===== src/hdl/rfbs_pkg.sv =====
`timescale 1ns / 1ps
// Shared constants, codes and types for the radio frame bit serializer.
// Used by the channel interfaces, the packet store and the top level.
package rfbs_pkg;

    localparam int BUFFER_BYTES_DEF = 32;

    localparam int CMD_W      = 2;
    localparam int BYTE_W     = 8;
    localparam int MODE_W     = 2;
    localparam int PAUSE_W    = 10;
    localparam int PREAMBLE_W = 8;
    localparam int DELIM_W    = 4;
    localparam int LIMIT_W    = 4;
    localparam int STORED_W   = 6;
    localparam int PHASE_W    = 2;
    localparam int CFG_IDX_W  = 3;
    localparam int CFG_DATA_W = 10;

    // Command codes
    localparam logic [CMD_W-1:0] CMD_CLEAR  = 2'd0;
    localparam logic [CMD_W-1:0] CMD_APPEND = 2'd1;
    localparam logic [CMD_W-1:0] CMD_TICK   = 2'd2;

    // Encoding modes
    localparam logic [MODE_W-1:0] MODE_PLAIN     = 2'd0;
    localparam logic [MODE_W-1:0] MODE_HAMMING   = 2'd1;
    localparam logic [MODE_W-1:0] MODE_MANCH     = 2'd2;
    localparam logic [MODE_W-1:0] MODE_HAM_MANCH = 2'd3;

    // Register indexes
    localparam logic [CFG_IDX_W-1:0] CFG_MODE     = 3'd0;
    localparam logic [CFG_IDX_W-1:0] CFG_PAUSE    = 3'd1;
    localparam logic [CFG_IDX_W-1:0] CFG_PREAMBLE = 3'd2;
    localparam logic [CFG_IDX_W-1:0] CFG_DELIM    = 3'd3;
    localparam logic [CFG_IDX_W-1:0] CFG_LIMIT    = 3'd4;

    // Reported frame phase codes
    localparam logic [PHASE_W-1:0] FRAME_PAUSE    = 2'd0;
    localparam logic [PHASE_W-1:0] FRAME_PREAMBLE = 2'd1;
    localparam logic [PHASE_W-1:0] FRAME_DELIM    = 2'd2;
    localparam logic [PHASE_W-1:0] FRAME_DATA     = 2'd3;

    // Register reset values
    localparam logic [MODE_W-1:0]     MODE_RST     = MODE_PLAIN;
    localparam logic [PAUSE_W-1:0]    PAUSE_RST    = 10'd100;
    localparam logic [PREAMBLE_W-1:0] PREAMBLE_RST = 8'd20;
    localparam logic [DELIM_W-1:0]    DELIM_RST    = 4'd6;
    localparam logic [LIMIT_W-1:0]    LIMIT_RST    = 4'd4;

    // Codeword for each nibble
    localparam logic [BYTE_W-1:0] HAMMING_CODE [16] = '{
        8'h00, 8'h87, 8'h99, 8'h1e, 8'haa, 8'h2d, 8'h33, 8'hb4,
        8'h4b, 8'hcc, 8'hd2, 8'h55, 8'he1, 8'h66, 8'h78, 8'hff
    };

    // Store write request: one byte, or two consecutive bytes when pair is set
    typedef struct packed {
        logic              en;
        logic              pair;
        logic [BYTE_W-1:0] byte0;
        logic [BYTE_W-1:0] byte1;
    } rfbs_wr_t;

endpackage


===== src/hdl/rfbs_ifs.sv =====
`timescale 1ns / 1ps
// Valid/ready channel interfaces: command input, result output, register write.
// Depends on rfbs_pkg for field widths.
interface rfbs_cmd_if
    import rfbs_pkg::*;
();
    logic              valid;
    logic              ready;
    logic [CMD_W-1:0]  command;
    logic [BYTE_W-1:0] data_byte;

    modport source (output valid, output command, output data_byte, input ready);
    modport sink (input valid, input command, input data_byte, output ready);
endinterface

interface rfbs_res_if
    import rfbs_pkg::*;
();
    logic                valid;
    logic                ready;
    logic                line_bit;
    logic                accepted;
    logic [PHASE_W-1:0]  frame_phase;
    logic [STORED_W-1:0] stored_bytes;

    modport source (output valid, output line_bit, output accepted, output frame_phase,
                    output stored_bytes, input ready);
    modport sink (input valid, input line_bit, input accepted, input frame_phase,
                  input stored_bytes, output ready);
endinterface

interface rfbs_cfg_if
    import rfbs_pkg::*;
();
    logic                  valid;
    logic                  ready;
    logic [CFG_IDX_W-1:0]  index;
    logic [CFG_DATA_W-1:0] data;

    modport source (output valid, output index, output data, input ready);
    modport sink (input valid, input index, input data, output ready);
endinterface


===== src/hdl/rfbs_store.sv =====
`timescale 1ns / 1ps
// Packet store: two banks (even and odd entries) so both bytes of a codeword pair are written in the same cycle.
// Per-entry valid flops give the all-zero reset contents. Depends on rfbs_pkg.
module rfbs_store
    import rfbs_pkg::*;
#(
    parameter int BUFFER_BYTES = BUFFER_BYTES_DEF,
    parameter int CTR_W        = PAUSE_W
)(
    input  logic                            clk,
    input  logic                            rst_n,
    input  rfbs_wr_t                        wr,
    input  logic [$clog2(BUFFER_BYTES)-1:0] wr_idx,
    input  logic [CTR_W-1:0]                rd_ctr,
    output logic [BYTE_W-1:0]               rd_byte
);

    localparam int IDX_W      = $clog2(BUFFER_BYTES);
    localparam int BANK_DEPTH = (BUFFER_BYTES + 1) / 2;
    localparam int BANK_AW    = (IDX_W > 1) ? IDX_W - 1 : 1;
    localparam int RIDX_W     = CTR_W - 3;

    logic [BYTE_W-1:0] even_mem [BANK_DEPTH];
    logic [BYTE_W-1:0] odd_mem  [BANK_DEPTH];

    logic [BUFFER_BYTES-1:0] valid_reg, valid_next;
    logic [BYTE_W-1:0]       even_q_reg, odd_q_reg, byp_data_reg, byp_data_next;
    logic                    hit_reg, hit_next, live_reg, sel_reg;

    logic [IDX_W-1:0]   idx0, idx1, rd_e;
    logic [RIDX_W-1:0]  rd_e_wide;
    logic               in_range;
    logic [BANK_AW-1:0] rd_addr, even_addr, odd_addr;
    logic               even_en, odd_en;
    logic [BYTE_W-1:0]  even_data, odd_data;

    assign idx0 = wr_idx;
    assign idx1 = wr_idx + 1'b1;

    always_comb
    begin
        even_en   = wr.en && (!idx0[0] || (wr.pair && !idx1[0]));
        odd_en    = wr.en && (idx0[0] || (wr.pair && idx1[0]));
        even_addr = !idx0[0] ? BANK_AW'(idx0 >> 1) : BANK_AW'(idx1 >> 1);
        odd_addr  = idx0[0] ? BANK_AW'(idx0 >> 1) : BANK_AW'(idx1 >> 1);
        even_data = !idx0[0] ? wr.byte0 : wr.byte1;
        odd_data  = idx0[0] ? wr.byte0 : wr.byte1;
    end

    always_comb
    begin
        valid_next = valid_reg;
        if (wr.en)
        begin
            valid_next[idx0] = 1'b1;
        end
        if (wr.en && wr.pair)
        begin
            valid_next[idx1] = 1'b1;
        end
    end

    // Read side: fetch the entry the counter will point at next; forward a same-cycle write
    assign rd_e_wide = rd_ctr[CTR_W-1:3];
    assign in_range  = rd_e_wide < RIDX_W'(BUFFER_BYTES);
    assign rd_e      = IDX_W'(rd_e_wide);
    assign rd_addr   = BANK_AW'(rd_e >> 1);

    always_comb
    begin
        hit_next      = 1'b0;
        byp_data_next = wr.byte0;
        if (in_range && wr.en && idx0 == rd_e)
        begin
            hit_next = 1'b1;
        end
        else if (in_range && wr.en && wr.pair && idx1 == rd_e)
        begin
            hit_next      = 1'b1;
            byp_data_next = wr.byte1;
        end
    end

    always_ff @(posedge clk)
    begin
        if (even_en)
        begin
            even_mem[even_addr] <= even_data;
        end
        if (odd_en)
        begin
            odd_mem[odd_addr] <= odd_data;
        end
        even_q_reg   <= even_mem[rd_addr];
        odd_q_reg    <= odd_mem[rd_addr];
        byp_data_reg <= byp_data_next;
        sel_reg      <= rd_e[0];
    end

    always_ff @(posedge clk or negedge rst_n)
    begin
        if (!rst_n)
        begin
            valid_reg <= '0;
            hit_reg   <= 1'b0;
            live_reg  <= 1'b0;
        end
        else
        begin
            valid_reg <= valid_next;
            hit_reg   <= hit_next;
            live_reg  <= in_range && valid_reg[rd_e];
        end
    end

    always_comb
    begin
        if (hit_reg)
        begin
            rd_byte = byp_data_reg;
        end
        else if (live_reg)
        begin
            rd_byte = sel_reg ? odd_q_reg : even_q_reg;
        end
        else
        begin
            rd_byte = '0;
        end
    end

endmodule


===== src/hdl/radio_frame_bit_serializer_unit.sv =====
`timescale 1ns / 1ps
// Top level of the radio frame bit serializer: channel handshakes, registers, frame sequencer.
// Depends on rfbs_pkg, the rfbs_*_if interfaces and rfbs_store.
//
// The block takes one command per clock cycle (clear, append a byte, or one bit-time tick)
// while results drain, and returns exactly one result per command. Each command passes an
// input register, the frame logic and a result register before its result is offered; while
// the result register holds a result that is not taken, a new command waits in the input
// register and the input stalls. The packet store is a two-bank memory, so both bytes of an
// encoded pair are written in the same cycle; the entry under the bit counter is fetched from
// the counter's next value, in the cycle before the counter reaches it, with same-cycle writes
// forwarded. Store contents read as zero after reset through per-entry valid flops: no clearing
// pass, commands are taken from the first cycle. Register writes are taken every cycle; indexes
// past the last register are ignored.
module radio_frame_bit_serializer_unit
    import rfbs_pkg::*;
#(
    parameter int BUFFER_BYTES = BUFFER_BYTES_DEF
)(
    input logic       clk,
    input logic       rst_n,
    rfbs_cmd_if.sink  cmd,
    rfbs_res_if.source res,
    rfbs_cfg_if.sink  cfg
);

    localparam int LEN_W = $clog2(BUFFER_BYTES + 1);
    localparam int IDX_W = $clog2(BUFFER_BYTES);
    localparam int CTR_W = (BUFFER_BYTES * 8 + 1 > (1 << PAUSE_W)) ?
                           $clog2(BUFFER_BYTES * 8 + 1) : PAUSE_W;

    typedef enum logic [3:0] {
        PH_PAUSE    = 4'b0001,
        PH_PREAMBLE = 4'b0010,
        PH_DELIM    = 4'b0100,
        PH_DATA     = 4'b1000
    } phase_t;

    function automatic logic [PHASE_W-1:0] phase_code(phase_t p);
        logic [PHASE_W-1:0] c;
        unique case (p)
            PH_PAUSE:    c = FRAME_PAUSE;
            PH_PREAMBLE: c = FRAME_PREAMBLE;
            PH_DELIM:    c = FRAME_DELIM;
            PH_DATA:     c = FRAME_DATA;
            default:     c = FRAME_PAUSE;
        endcase
        return c;
    endfunction

    // Registers
    logic [MODE_W-1:0]     mode_reg;
    logic [PAUSE_W-1:0]    pause_reg;
    logic [PREAMBLE_W-1:0] preamble_reg;
    logic [DELIM_W-1:0]    delim_reg;
    logic [LIMIT_W-1:0]    limit_reg;

    // Input register
    logic              inq_valid_reg;
    logic [CMD_W-1:0]  inq_cmd_reg;
    logic [BYTE_W-1:0] inq_data_reg;

    // Frame state
    phase_t             phase_reg, phase_next;
    logic [CTR_W-1:0]   ctr_reg, ctr_next;
    logic [LIMIT_W-1:0] zrun_reg, zrun_next;
    logic               half_reg, half_next;
    logic [LEN_W-1:0]   len_reg, len_next;

    // Result register
    logic                res_valid_reg;
    logic                res_line_reg, res_line_next;
    logic                res_ok_reg, res_ok_next;
    logic [PHASE_W-1:0]  res_phase_reg;
    logic [STORED_W-1:0] res_len_reg;

    logic              fire;
    logic              is_tick;
    logic              hamming_mode, manch_mode;
    logic [LEN_W:0]    len_ext;
    logic [CTR_W-1:0]  ctr_inc, ctr_step, data_end;
    logic              data_bit;
    logic [BYTE_W-1:0] cur_byte;
    rfbs_wr_t          wr;
    logic [IDX_W-1:0]  wr_idx;

    assign fire      = inq_valid_reg && (!res_valid_reg || res.ready);
    assign cmd.ready = !inq_valid_reg || fire;
    assign cfg.ready = 1'b1;

    assign hamming_mode = (mode_reg == MODE_HAMMING) || (mode_reg == MODE_HAM_MANCH);
    assign manch_mode   = (mode_reg == MODE_MANCH) || (mode_reg == MODE_HAM_MANCH);
    assign is_tick      = fire && (inq_cmd_reg == CMD_TICK);

    // Register writes
    always_ff @(posedge clk or negedge rst_n)
    begin
        if (!rst_n)
        begin
            mode_reg     <= MODE_RST;
            pause_reg    <= PAUSE_RST;
            preamble_reg <= PREAMBLE_RST;
            delim_reg    <= DELIM_RST;
            limit_reg    <= LIMIT_RST;
        end
        else if (cfg.valid)
        begin
            unique case (cfg.index)
                CFG_MODE:     mode_reg     <= cfg.data[MODE_W-1:0];
                CFG_PAUSE:    pause_reg    <= cfg.data[PAUSE_W-1:0];
                CFG_PREAMBLE: preamble_reg <= cfg.data[PREAMBLE_W-1:0];
                CFG_DELIM:    delim_reg    <= cfg.data[DELIM_W-1:0];
                CFG_LIMIT:    limit_reg    <= cfg.data[LIMIT_W-1:0];
                default:      ;
            endcase
        end
    end

    // Buffer commands
    assign len_ext = (LEN_W + 1)'(len_reg);
    assign wr_idx  = IDX_W'(len_reg);

    always_comb
    begin
        len_next    = len_reg;
        wr.en       = 1'b0;
        wr.pair     = hamming_mode;
        wr.byte0    = hamming_mode ? HAMMING_CODE[inq_data_reg[3:0]] : inq_data_reg;
        wr.byte1    = HAMMING_CODE[inq_data_reg[7:4]];
        res_ok_next = 1'b0;
        if (fire)
        begin
            unique case (inq_cmd_reg)
                CMD_CLEAR:
                begin
                    len_next    = '0;
                    res_ok_next = 1'b1;
                end
                CMD_APPEND:
                begin
                    if (hamming_mode && (len_ext + 2'd2 <= (LEN_W + 1)'(BUFFER_BYTES)))
                    begin
                        wr.en       = 1'b1;
                        len_next    = LEN_W'(len_ext + 2'd2);
                        res_ok_next = 1'b1;
                    end
                    else if (!hamming_mode && (len_ext + 1'b1 <= (LEN_W + 1)'(BUFFER_BYTES)))
                    begin
                        wr.en       = 1'b1;
                        len_next    = LEN_W'(len_ext + 1'b1);
                        res_ok_next = 1'b1;
                    end
                end
                CMD_TICK:
                begin
                    res_ok_next = 1'b1;
                end
                default: ;
            endcase
        end
    end

    // Frame sequencer, advanced by tick transactions
    assign ctr_inc  = ctr_reg + 1'b1;
    assign data_end = CTR_W'({len_reg, 3'b000});
    assign data_bit = cur_byte[ctr_reg[2:0]];

    always_comb
    begin
        phase_next    = phase_reg;
        ctr_next      = ctr_reg;
        zrun_next     = zrun_reg;
        half_next     = half_reg;
        ctr_step      = ctr_reg;
        res_line_next = 1'b0;
        if (is_tick)
        begin
            unique case (phase_reg)
                PH_PAUSE:
                begin
                    ctr_next = ctr_inc;
                    if (ctr_inc >= CTR_W'(pause_reg))
                    begin
                        ctr_next      = '0;
                        phase_next    = PH_PREAMBLE;
                        res_line_next = 1'b1;
                    end
                end
                PH_PREAMBLE:
                begin
                    res_line_next = 1'b1;
                    ctr_next      = ctr_inc;
                    if (ctr_inc >= CTR_W'(preamble_reg))
                    begin
                        ctr_next   = '0;
                        phase_next = PH_DELIM;
                    end
                end
                PH_DELIM:
                begin
                    res_line_next = ctr_reg[0];
                    ctr_next      = ctr_inc;
                    if (ctr_inc >= CTR_W'(delim_reg))
                    begin
                        ctr_next   = '0;
                        phase_next = PH_DATA;
                    end
                end
                PH_DATA:
                begin
                    if (manch_mode)
                    begin
                        res_line_next = data_bit ^ half_reg;
                        ctr_step      = half_reg ? ctr_inc : ctr_reg;
                        half_next     = !half_reg;
                    end
                    else if (data_bit)
                    begin
                        zrun_next     = '0;
                        res_line_next = 1'b1;
                        ctr_step      = ctr_inc;
                    end
                    else if (limit_reg != '0 && zrun_reg == limit_reg)
                    begin
                        // stuffed one: hold the bit counter
                        zrun_next     = '0;
                        res_line_next = 1'b1;
                    end
                    else
                    begin
                        zrun_next = zrun_reg + 1'b1;
                        ctr_step  = ctr_inc;
                    end
                    ctr_next = ctr_step;
                    if (ctr_step >= data_end)
                    begin
                        zrun_next  = '0;
                        ctr_next   = '0;
                        phase_next = PH_PAUSE;
                    end
                end
                default:
                begin
                    phase_next = PH_PAUSE;
                end
            endcase
        end
    end

    always_ff @(posedge clk or negedge rst_n)
    begin
        if (!rst_n)
        begin
            inq_valid_reg <= 1'b0;
            res_valid_reg <= 1'b0;
            phase_reg     <= PH_PAUSE;
            ctr_reg       <= '0;
            zrun_reg      <= '0;
            half_reg      <= 1'b0;
            len_reg       <= '0;
        end
        else
        begin
            if (cmd.ready)
            begin
                inq_valid_reg <= cmd.valid;
            end
            if (fire)
            begin
                res_valid_reg <= 1'b1;
            end
            else if (res.ready)
            begin
                res_valid_reg <= 1'b0;
            end
            phase_reg <= phase_next;
            ctr_reg   <= ctr_next;
            zrun_reg  <= zrun_next;
            half_reg  <= half_next;
            len_reg   <= len_next;
        end
    end

    always_ff @(posedge clk)
    begin
        if (cmd.ready && cmd.valid)
        begin
            inq_cmd_reg  <= cmd.command;
            inq_data_reg <= cmd.data_byte;
        end
        if (fire)
        begin
            res_line_reg  <= res_line_next;
            res_ok_reg    <= res_ok_next;
            res_phase_reg <= phase_code(phase_next);
            res_len_reg   <= STORED_W'(len_next);
        end
    end

    assign res.valid        = res_valid_reg;
    assign res.line_bit     = res_line_reg;
    assign res.accepted     = res_ok_reg;
    assign res.frame_phase  = res_phase_reg;
    assign res.stored_bytes = res_len_reg;

    rfbs_store #(
        .BUFFER_BYTES (BUFFER_BYTES),
        .CTR_W        (CTR_W)
    ) u_store (
        .clk     (clk),
        .rst_n   (rst_n),
        .wr      (wr),
        .wr_idx  (wr_idx),
        .rd_ctr  (ctr_next),
        .rd_byte (cur_byte)
    );

    // Checks
    a_len_bound: assert property (@(posedge clk) disable iff (!rst_n)
        len_reg <= LEN_W'(BUFFER_BYTES))
        else $error("stored length beyond buffer capacity");

    a_fire_result: assert property (@(posedge clk) disable iff (!rst_n)
        fire |=> res_valid_reg)
        else $error("processed transaction left no result");

    a_phase_on_tick: assert property (@(posedge clk) disable iff (!rst_n)
        (phase_reg != $past(phase_reg)) |-> $past(is_tick))
        else $error("frame phase moved without a tick");

    a_data_from_delim: assert property (@(posedge clk) disable iff (!rst_n)
        (phase_reg == PH_DATA && $past(phase_reg) != PH_DATA) |-> $past(phase_reg) == PH_DELIM)
        else $error("data phase entered from outside delimiter");

    a_stall_cause: assert property (@(posedge clk) disable iff (!rst_n)
        !cmd.ready |-> (inq_valid_reg && res_valid_reg && !res.ready))
        else $error("input stalled with room downstream");

endmodule

===== src/flat_wrapper.sv =====
// flat-port wrapper written by rule: the top's interface ports become plain ports
module radio_frame_bit_serializer_unit_flat import rfbs_pkg::*;
#(
    parameter int BUFFER_BYTES = BUFFER_BYTES_DEF
)
  (clk, rst_n, cmd_valid, cmd_command, cmd_data_byte, cmd_ready, res_valid, res_line_bit, res_accepted, res_frame_phase, res_stored_bytes, res_ready, cfg_valid, cfg_index, cfg_data, cfg_ready);
  rfbs_cmd_if cmd_i ();
  rfbs_res_if res_i ();
  rfbs_cfg_if cfg_i ();
  input logic clk;
  input logic rst_n;
  input wire logic [$bits(cmd_i.valid)-1:0] cmd_valid;
  input wire logic [$bits(cmd_i.command)-1:0] cmd_command;
  input wire logic [$bits(cmd_i.data_byte)-1:0] cmd_data_byte;
  output wire logic [$bits(cmd_i.ready)-1:0] cmd_ready;
  output wire logic [$bits(res_i.valid)-1:0] res_valid;
  output wire logic [$bits(res_i.line_bit)-1:0] res_line_bit;
  output wire logic [$bits(res_i.accepted)-1:0] res_accepted;
  output wire logic [$bits(res_i.frame_phase)-1:0] res_frame_phase;
  output wire logic [$bits(res_i.stored_bytes)-1:0] res_stored_bytes;
  input wire logic [$bits(res_i.ready)-1:0] res_ready;
  input wire logic [$bits(cfg_i.valid)-1:0] cfg_valid;
  input wire logic [$bits(cfg_i.index)-1:0] cfg_index;
  input wire logic [$bits(cfg_i.data)-1:0] cfg_data;
  output wire logic [$bits(cfg_i.ready)-1:0] cfg_ready;
  assign cmd_i.valid = cmd_valid;
  assign cmd_i.command = cmd_command;
  assign cmd_i.data_byte = cmd_data_byte;
  assign cmd_ready = cmd_i.ready;
  assign res_valid = res_i.valid;
  assign res_line_bit = res_i.line_bit;
  assign res_accepted = res_i.accepted;
  assign res_frame_phase = res_i.frame_phase;
  assign res_stored_bytes = res_i.stored_bytes;
  assign res_i.ready = res_ready;
  assign cfg_i.valid = cfg_valid;
  assign cfg_i.index = cfg_index;
  assign cfg_i.data = cfg_data;
  assign cfg_ready = cfg_i.ready;
  radio_frame_bit_serializer_unit #(.BUFFER_BYTES(BUFFER_BYTES)) u_core (.clk(clk), .rst_n(rst_n), .cmd(cmd_i), .res(res_i), .cfg(cfg_i));
endmodule

===== config.mk =====
export PLATFORM = sky130hd
export DESIGN_NAME = radio_frame_bit_serializer_unit_flat
export DESIGN_NICKNAME = d
export VERILOG_FILES = /design/src/hdl/rfbs_pkg.sv /design/src/hdl/rfbs_ifs.sv /design/src/hdl/rfbs_store.sv /design/src/hdl/radio_frame_bit_serializer_unit.sv /design/src/flat_wrapper.sv
export SDC_FILE = /design/constraint.sdc
export NUM_CORES = 1
export LEC_CHECK = 0
export BUFFER_PORTS_ARGS = -buffer_cell sky130_fd_sc_hd__clkbuf_2
export CAP_MARGIN = 20
export CORE_ASPECT_RATIO = 0.9
export CORE_MARGIN = 4
export CORE_UTILIZATION = 35
export CTS_BUF_LIST = sky130_fd_sc_hd__clkbuf_8 sky130_fd_sc_hd__clkbuf_16
export DETAILED_ROUTE_END_ITERATION = 8
export HOLD_SLACK_MARGIN = 0.03
export PLACE_DENSITY_LB_ADDON = 0.25
export SYNTH_ARGS = -nofsm -noshare
export SYNTH_HDL_FRONTEND = slang
export SYNTH_SLANG_ARGS = --single-unit

===== constraint.sdc =====
create_clock -name clk -period 6.5 [get_ports clk]
set_clock_uncertainty 0.15 [all_clocks]
set_input_delay 1.625 -clock clk [delete_from_list [all_inputs] [get_ports clk]]
set_output_delay 1.625 -clock clk [all_outputs]
set_load 0.02 [all_outputs]

==> results.yml <==
synth:
  syn-cell-area_um2: 18500
  synth_area_per_cell_um2: 12.9
  async_flop_share_pct: 22.8
  syn_nets: 1500
  synth_ff_type: "edfxtp_1"
  ys_types: 77
  postSynthCellCount: 1432
  synth_seq_area_share_pct: 59.6
  ys_seq_elements: 390
  synth-edff-count: 276
  yosysWarnings: 0
power_and_ir_drop:
  leakage_nw: 8.34
  ir_drop_uv: 214
  power_mw: 6.89
  p_per_area_nw_per_um2: 326
setup_path:
  crit_path_max_incr_delay_ps: 720
  timing.rr.end: "u_core.u_store.live_reg$_DFF_PN0_"
  worstPathCellList: "buf_4 -> and2_1 -> and3_1 -> nand2_1 -> xnor2_1 -> ha_1 -> o41ai_1 -> nand3_1 -> a41oi_1 -> a21oi_1 -> a311oi_4 -> buf_4 -> nand2b_1 -> a2111oi_0 -> nor3_1 -> a211oi_1"
  crit_top_cell: "buf_4"
  end_kind: "flop"
  arrival_ps: 6430
  path_class: "flop to flop"
  r2r_cells: 16
  cp_data_required_time_ps: 6840
  slowest_stage: "buf_4"
  cp_max_fo: 40
  regToRegSetupSlack_ps: 410
  r2r_start: "u_core.ctr_reg[0]$_DFFE_PN0P_"
  start_kind: "flop"
clock_network:
  root_buffer: "clkbuf_16"
  cts_setup_buffers: 0
  cts_tree: "done"
  clk-insertion-delay-late_ps: 590
  clkSlewWorstSetupHoldPaths_ps: 60
  cts-buffers-inserted: 43
  h-tree-depth: 2
  hold_buffers: 0
  cts_resized: 0
  cts_max_path_buffers: 3
  clock-sinks: 390
final_layout:
  nets: 1554
  drive_gt1_share_pct: 13.6
  fin_cells: 2209
  multi_input_area_um2: 6980
  area_delta_synth_final_pct: 14.1
  nFillCells: 4933
  stdcell_area_um2: 21100
  final-seq-area_um2: 11000
  antennaDiodeCount: 0
min_path:
  hold_start: "u_core.u_store.valid_reg[3]$_DFF_PN0_"
  hold_depth: 2
  hold_end: "u_core.u_store.valid_reg[3]$_DFF_PN0_"
  hold_path.class: "flop to flop"
sta:
  slew_headroom_pct: 29.3
  worst_pin_slew_ps: 1060
  finalHoldViolCount: 0
  finalCriticalPeriod_ps: 6090
  fin_tns_setup_ps: 0
  rsz0062_at_grt: "no"
  fmax_mhz: 164
  fin_crit_sh_pct: 93.7
  setup_violations: 0
  final_max_slew_viol_count: 0
  whs_ps: 307
floorplan:
  coreArea_um2: 52000
  die_y_um: 226
  dieArea_um2: 56600
  die_w_um: 250
  rows: 79
  ios: 41
  initial_core_util_pct: 35.6
detailed_routing:
  vias: 11592
  ant_nets: 0
  via_per_inst: 5.25
  drt-initial-drc-count: 1015
  avgRoutedWirePerCell_um: 20.8
  drc: 0
  drtPass1Iterations: 5
  wl_mm: 45.9
placement:
  port_buffers: 39
  place_area_um2: 19700
  place.gp.congestion: 0.871
  dp.cells: 2128
  dp_hpwl_mm: 30.6
job:
  max_cap_viol_count: 0
global_routing:
  grt_pass1_wl_mm: 69.9
  antenna_found_initial: 0
  first_global_vias: 11329
  grt_overflow: 0
  track_usage_pct: 16.0
  grt_max_degree: 90
outcome:
  status: "finished, final reports clean"
==> cells in the final DEF, fill, tap and decap left out, drive strengths merged, types with 7 or more instances in the layout <==
master	instances
edfxtp	276
mux2i	262
clkbuf	91
nand2	85
dfrtp	80
nor2	76
inv	67
o21ai	62
buf	49
xnor2	41
ha	40
nand3	37
a21oi	37
nor3	25
dfxtp	25
a211oi	21
mux2	20
a22oi	14
nand2b	13
a221o	13
clkinv	13
and2	12
a2111oi	12
o21bai	10
xor2	9
dfstp	9
nand4	8
a31oi	8
nor2b	7
and3	7
==> synthesized netlist by cell type, drive strengths merged, types with 4 or more instances <==
master	number	area share (%)
mux2	20	1.3
a2111oi	12	0.64
nand3	37	1.0
a21o	4	0.16
edfxtp	276	45
nand4	8	0.35
dfrtp	80	11
clkbuf	38	0.77
a211oi	21	0.85
and2	12	0.41
nor3b	5	0.20
a221o	13	0.70
nor2	76	1.5
a22oi	14	0.57
xor2	9	0.43
nor4b	5	0.24
and3	7	0.24
nor2b	7	0.24
a21oi	37	1.0
dfxtp	25	2.7
dfstp	9	1.3
nand2b	13	0.44
xnor2	41	1.9
o21ai	62	1.7
nor3	25	0.68
nand2	85	1.7
ha	40	2.7
o21bai	10	0.41
o31ai	6	0.24
nor4	4	0.22
or3	5	0.17
a31oi	8	0.30
a211o	4	0.19
buf	40	1.1
inv	55	1.1
mux2i	262	14
==> report_power, final <==
| group | leakage, nW | switching (mW) | internal [mW] |
|---|---|---|---|
| clock network | 0.743 | 1.04 | 1.40 |
| registers | 3.82 | 0.114 | 2.97 |
| logic | 3.77 | 0.931 | 0.445 |
| total | 8.34 | 2.08 | 4.81 |
==> critical path: cells and delay by family, from the launching register on <==
family	cells	cell delay, ps
AOI/OAI and AO/OA	6	2340
and+or+nand+nor	6	1570
buffers and inverters	2	970
DFF	1	550
adders and majority gates	1	210
xor gates and xnor gates	1	170
==> cells by family (layout without fill, tap and decap cells) <==
| group | count (synthesis) | after routing | share of synthesized area (%) |
|---|---|---|---|
| XOR/XNOR | 50 | 50 | 2.37 |
| multiplexers | 284 | 284 | 15.7 |
| adder cells (fa/ha/maj) | 40 | 40 | 2.70 |
| other | 1 | 1 | 0.0203 |
| flip-flops | 390 | 390 | 59.6 |
| buffers and inverters | 135 | 224 | 3.04 |
| AND/OR/NAND/NOR | 300 | 300 | 7.90 |
| AO/OA/AOI/OAI | 232 | 232 | 8.66 |
==> metrics by stage <==
step / setup slack, ps / util (%)
3_5_place_dp: 558 / 37.8
3_3_place_gp: 549 / 37.8
5_1_grt: 44.0 / 40.6
4_1_cts: 472 / 40.6
2_1_floorplan: 1400 / -
6_report: 411 / 40.6
==> area by class of cell <==
| type | count | share of cell area (%) |
|---|---|---|
| clock inverter | 27 | 0.936 |
| sequential | 390 | 52.2 |
| timing repair buffer | 87 | 2.84 |
| clock buffer | 53 | 5.85 |
| multi-input combinational | 907 | 33.0 |
| tap | 688 | 4.08 |
| inverter | 57 | 1.02 |
==> how the worst max path moves through the flow <==
| stage | slack [ps] | endpoint | start | depth (start not counted) |
|---|---|---|---|---|
| after detailed placement | 560 | u_core.u_store.odd_q_reg[0]$_DFF_P_ | u_core.ctr_reg[0]$_DFFE_PN0P_ | 21 |
| after CTS | 470 | u_core.u_store.odd_q_reg[0]$_DFF_P_ | u_core.ctr_reg[0]$_DFFE_PN0P_ | 21 |
| after global routing | 40 | u_core.u_store.live_reg$_DFF_PN0_ | u_core.ctr_reg[0]$_DFFE_PN0P_ | 21 |
| after floorplan | 1400 | u_core.u_store.byp_data_reg[2]$_DFF_P_ | u_core.ctr_reg[0]$_DFFE_PN0P_ | 21 |
| final | 410 | u_core.u_store.live_reg$_DFF_PN0_ | u_core.ctr_reg[0]$_DFFE_PN0P_ | 16 |
| after global placement | 550 | u_core.u_store.live_reg$_DFF_PN0_ | u_core.ctr_reg[0]$_DFFE_PN0P_ | 16 |
==> per-layer routing <==
metal	up-vias	wire length, µm	global-route usage [%]
met5	-	0	0
met4	0	906	4.29
met3	58	2230	2.58
met2	286	20200	24.5
met1	5758	22500	23.7
li1	5490	-	-
Note: power is estimated with default switching activity, not from simulation.
